**config.mk**
```make
export PLATFORM = sky130hd
export DESIGN_NAME = cir_ram
export DESIGN_NICKNAME = d
export VERILOG_FILES = /design/src/hdl/cir_ram.sv
export SDC_FILE = /design/constraint.sdc
export NUM_CORES = 2
export LEC_CHECK = 0
export BUFFER_PORTS_ARGS = -buffer_cell sky130_fd_sc_hd__buf_2
export CAP_MARGIN = 20
export CORE_MARGIN = 3
export CORE_UTILIZATION = 65
export CTS_BUF_LIST = sky130_fd_sc_hd__clkbuf_8
export CTS_CLUSTER_SIZE = 24
export DETAILED_ROUTE_END_ITERATION = 8
export PLACE_DENSITY = 0.81
export SETUP_SLACK_MARGIN = 0.02
export SYNTH_ARGS = -nofsm -noshare
export SYNTH_HDL_FRONTEND = slang
export SYNTH_SLANG_ARGS = --single-unit
export TNS_END_PERCENT = 30
```
**constraint.sdc**
```tcl
create_clock -name clk -period 3.6 [get_ports clk]
set_clock_uncertainty 0.05 [all_clocks]
set_input_delay 0.72 -clock clk [delete_from_list [all_inputs] [get_ports clk]]
set_output_delay 0.72 -clock clk [all_outputs]
set_load 0.005 [all_outputs]
```
**src/hdl/cir_ram.sv**
```systemverilog
// ----------------------------------------------------------------------------
// Generic RAM
// One write port, one read port, registered read data.
// ----------------------------------------------------------------------------
module cir_ram #(
    parameter int WIDTH = 8,
    parameter int DEPTH = 512
) (
    input  logic                     clk,
    input  logic                     we,
    input  logic [$clog2(DEPTH)-1:0] waddr,
    input  logic [WIDTH-1:0]         wdata,
    input  logic                     re,
    input  logic [$clog2(DEPTH)-1:0] raddr,
    output logic [WIDTH-1:0]         rdata
);
    logic [WIDTH-1:0] mem [DEPTH];

    always_ff @(posedge clk) begin
        if (we) begin
            mem[waddr] <= wdata;
        end
        if (re) begin
            rdata <= mem[raddr];
        end
    end
endmodule

```
==> flow_metrics.tcl <==
set metrics [dict create \
    hp-class "input port to flip-flop" \
    critical_path_class "input port to flip-flop" \
    critPathMaxStageDelay_ns 0.74 \
    slew_headroom_pct 19.1 \
    slew_viol_final 0 \
    rsz0062_at_grt "no" \
    antenna_found_initial 26 \
    drive_above_1_share_pct 23.9 \
    cp-end-kind "flip-flop" \
    core_area_um2 244000 \
    die_w_um 502 \
    grtUsageTotal_pct 33.2 \
    synth_seq_cells 4104 \
    wl_per_cell_um 32.9 \
    syn_inst 8030 \
    hold_violations 0 \
    place_congestion 1.03 \
    finalSetupViolCount 0 \
    cp.required_ns 4.43 \
    fillers 12500 \
    post-route-min-period_ns 3.38 \
    dieArea_um2 252000 \
    violations "DRC" \
    numCtsBuffers 632 \
    crit_chain "buf_2 > nor2b_1 > buf_4 > nand2_1 > o31ai_1 > nor4_1 > nand4_1 > buf_4 > o21ai_0 > buf_4 > o2111a_1" \
    io_buffers 36 \
    place_area_um2 169000 \
    synth_area_per_cell_um2 19.9 \
    max_cap_violations 0 \
    yosys_warnings 0 \
    vias_per_cell 6.96 \
    grt_pass1_vias 88100 \
    cts_setup_buffers 0 \
    cp_max_fo 9 \
    ys_types 50 \
    ant_nets 0 \
    syn2layout_area_growth_pct 12.7 \
    vias 88000 \
    clock-root-buffer "clkbuf_8" \
    powerDensity_nw_per_um2 516 \
    cts_tree "yes" \
    fin_cells 12600 \
    final_area_um2 180000 \
    worstMarginPinSlew_ns 1.21 \
    worst-path-buf-inv 4 \
    crit_slowest_cell "nor2b_1" \
    p_total_mw 93.0 \
    first_iter_violations 14300 \
    dp_hpwl_mm 262 \
    htreeDepth 6 \
    die_h_um 502 \
    path_clk_slew_ns 0.06 \
    clock-sinks 4104 \
    cpLargestDelayFamily "simple AND/OR/NAND/NOR gates" \
    overflow 0 \
    grt_pass1_wl_mm 602 \
    nets 8996 \
    ys_seq_area_share_pct 77.0 \
    critPathLaunchType "input port" \
    fin_util_pct 73.9 \
    initial_core_util_pct 65.5 \
    p_leak_nw 59.4 \
    cp.arrival_ns 4.20 \
    drc 1 \
    clock_latency_ns 1.17 \
    place_ws_ns -0.660 \
    wl_mm 415 \
    grt_max_degree 121 \
    num_rows 181 \
    syn_area_um2 160000 \
    dp.cells 11500 \
    clk_path_buf_depth 4 \
    fin_crit_sh_pct 93.8 \
    max_freq_ghz 0.296 \
    firstDrtPassIters 9 \
    status "finished, violations left" \
    ios 37 \
    max-vdd-ir-drop_mv 0.415 \
    layout_setup_ws_ns 0.224 \
    crit_top_cell "buf_4" \
    syn-num-nets 8059 \
]
==> metal layers <==
metal / vias to the layer above / wire, um / track usage, %
met5: - / 129 / 0
met4: 14 / 21300 / 14.9
met1: 44100 / 140000 / 45.2
met3: 1233 / 60400 / 10.2
met2: 7219 / 194000 / 50.2
li1: 35400 / - / -
==> worst paths after layout <==
path              cells after the start                    end                   from  slack, ns
hold reg to reg                       6     rdata[3]$_DFFE_PP_  mem[298][3]$_DFFE_PP_       1.22
setup reg to reg                     11     rdata[0]$_DFFE_PP_   mem[32][0]$_DFFE_PP_       0.60
setup / recovery                     11     rdata[5]$_DFFE_PP_               raddr[3]       0.22
hold / removal                        1  mem[122][0]$_DFFE_PP_               wdata[0]       0.15
==> timing repair <==
action / CTS / global route
gates resized for setup: 0 / 0
hold buffers: 4 / 0
endpoints found under the hold margin: 79 / 0
==> synth_stat cells, drive strengths merged <==
| master | instances | share of area (%) |
|---|---|---|
| or2 | 5 | 0.020 |
| and3 | 4 | 0.016 |
| o22ai | 163 | 0.64 |
| o211ai | 2 | 0.0094 |
| nand4 | 32 | 0.13 |
| o31ai | 13 | 0.061 |
| a211o | 2 | 0.011 |
| nor3 | 109 | 0.34 |
| and3b | 4 | 0.022 |
| o311ai | 6 | 0.033 |
| a221oi | 1 | 0.0055 |
| o311a | 1 | 0.0063 |
| edfxtp | 4104 | 77 |
| o221ai | 372 | 2.0 |
| nor3b | 8 | 0.038 |
| nor2 | 597 | 1.4 |
| o21ai | 119 | 0.37 |
| buf | 248 | 1.2 |
| nor2b | 6 | 0.023 |
| nor4b | 1 | 0.0094 |
| nor4 | 36 | 0.14 |
| o2111a | 8 | 0.056 |
| a31oi | 2 | 0.0078 |
| a22oi | 61 | 0.29 |
| nand3 | 36 | 0.11 |
| mux2i | 797 | 5.0 |
| a21oi | 194 | 0.61 |
| a211oi | 17 | 0.080 |
| and2 | 20 | 0.078 |
| a2111oi | 3 | 0.016 |
| nand2 | 111 | 0.26 |
| a22o | 5 | 0.027 |
| nand2b | 4 | 0.016 |
| inv | 3 | 0.0070 |
| o22a | 3 | 0.016 |
| nand3b | 1 | 0.0047 |
| clkbuf | 265 | 0.62 |
| mux4 | 654 | 9.2 |
| o41ai | 7 | 0.038 |
| or3 | 6 | 0.023 |
==> flip-flops by register name, summed over array words and instances, names as in the netlist <==
name   count
rdata      8
mem     4096
==> layout by cell type, fill, tap and decap left out, drive strengths merged, types with 109 or more instances in the layout <==
cell type	count
clkinv	207
clkbuf	642
o221ai	372
nand2	111
inv	225
mux4	654
buf	811
o22ai	163
edfxtp	4104
o21ai	119
mux2i	797
nor2	597
nor3	109
a21oi	194
==> layout make-up <==
cell class	count	area (um^2)	area share [%]
tap	3202	4010	2.22
timing repair buffer	816	7970	4.42
antenna	18	45.0	0.0250
sequential	4104	123000	68.3
clock buffer	641	8820	4.89
clock inverter	448	2280	1.26
multi-input combinational	3410	34000	18.8
inverter	3	18.8	0.0104
==> power by group <==
group / total [mW] / switching [mW] / internal (mW)
sequential: 52.7 / 0.0433 / 52.6
combinational: 5.32 / 3.43 / 1.90
clock: 35.0 / 17.7 / 17.3
total: 93.0 / 21.2 / 71.9
==> stage by stage <==
stage	setup TNS, ns	hold WS, ns
2_1_floorplan	0	0.769
3_3_place_gp	-6.59	1.10
3_5_place_dp	-4.40	1.10
4_1_cts	0	0.0337
5_1_grt	0	0.0747
6_report	0	0.146
==> cells by family (layout without fill, tap and decap cells) <==
group                  after synthesis  count (layout)  synth area share [%]
DFF                               4104            4104                  77.0
muxes                             1451            1451                  14.2
and+or+nand+nor                    980             980                  2.63
AOI/OAI and AO/OA                  979             979                  4.31
buffers and inverters              516            1908                  1.85
other                                0              18                     0
(Power assumes the default switching activity.)
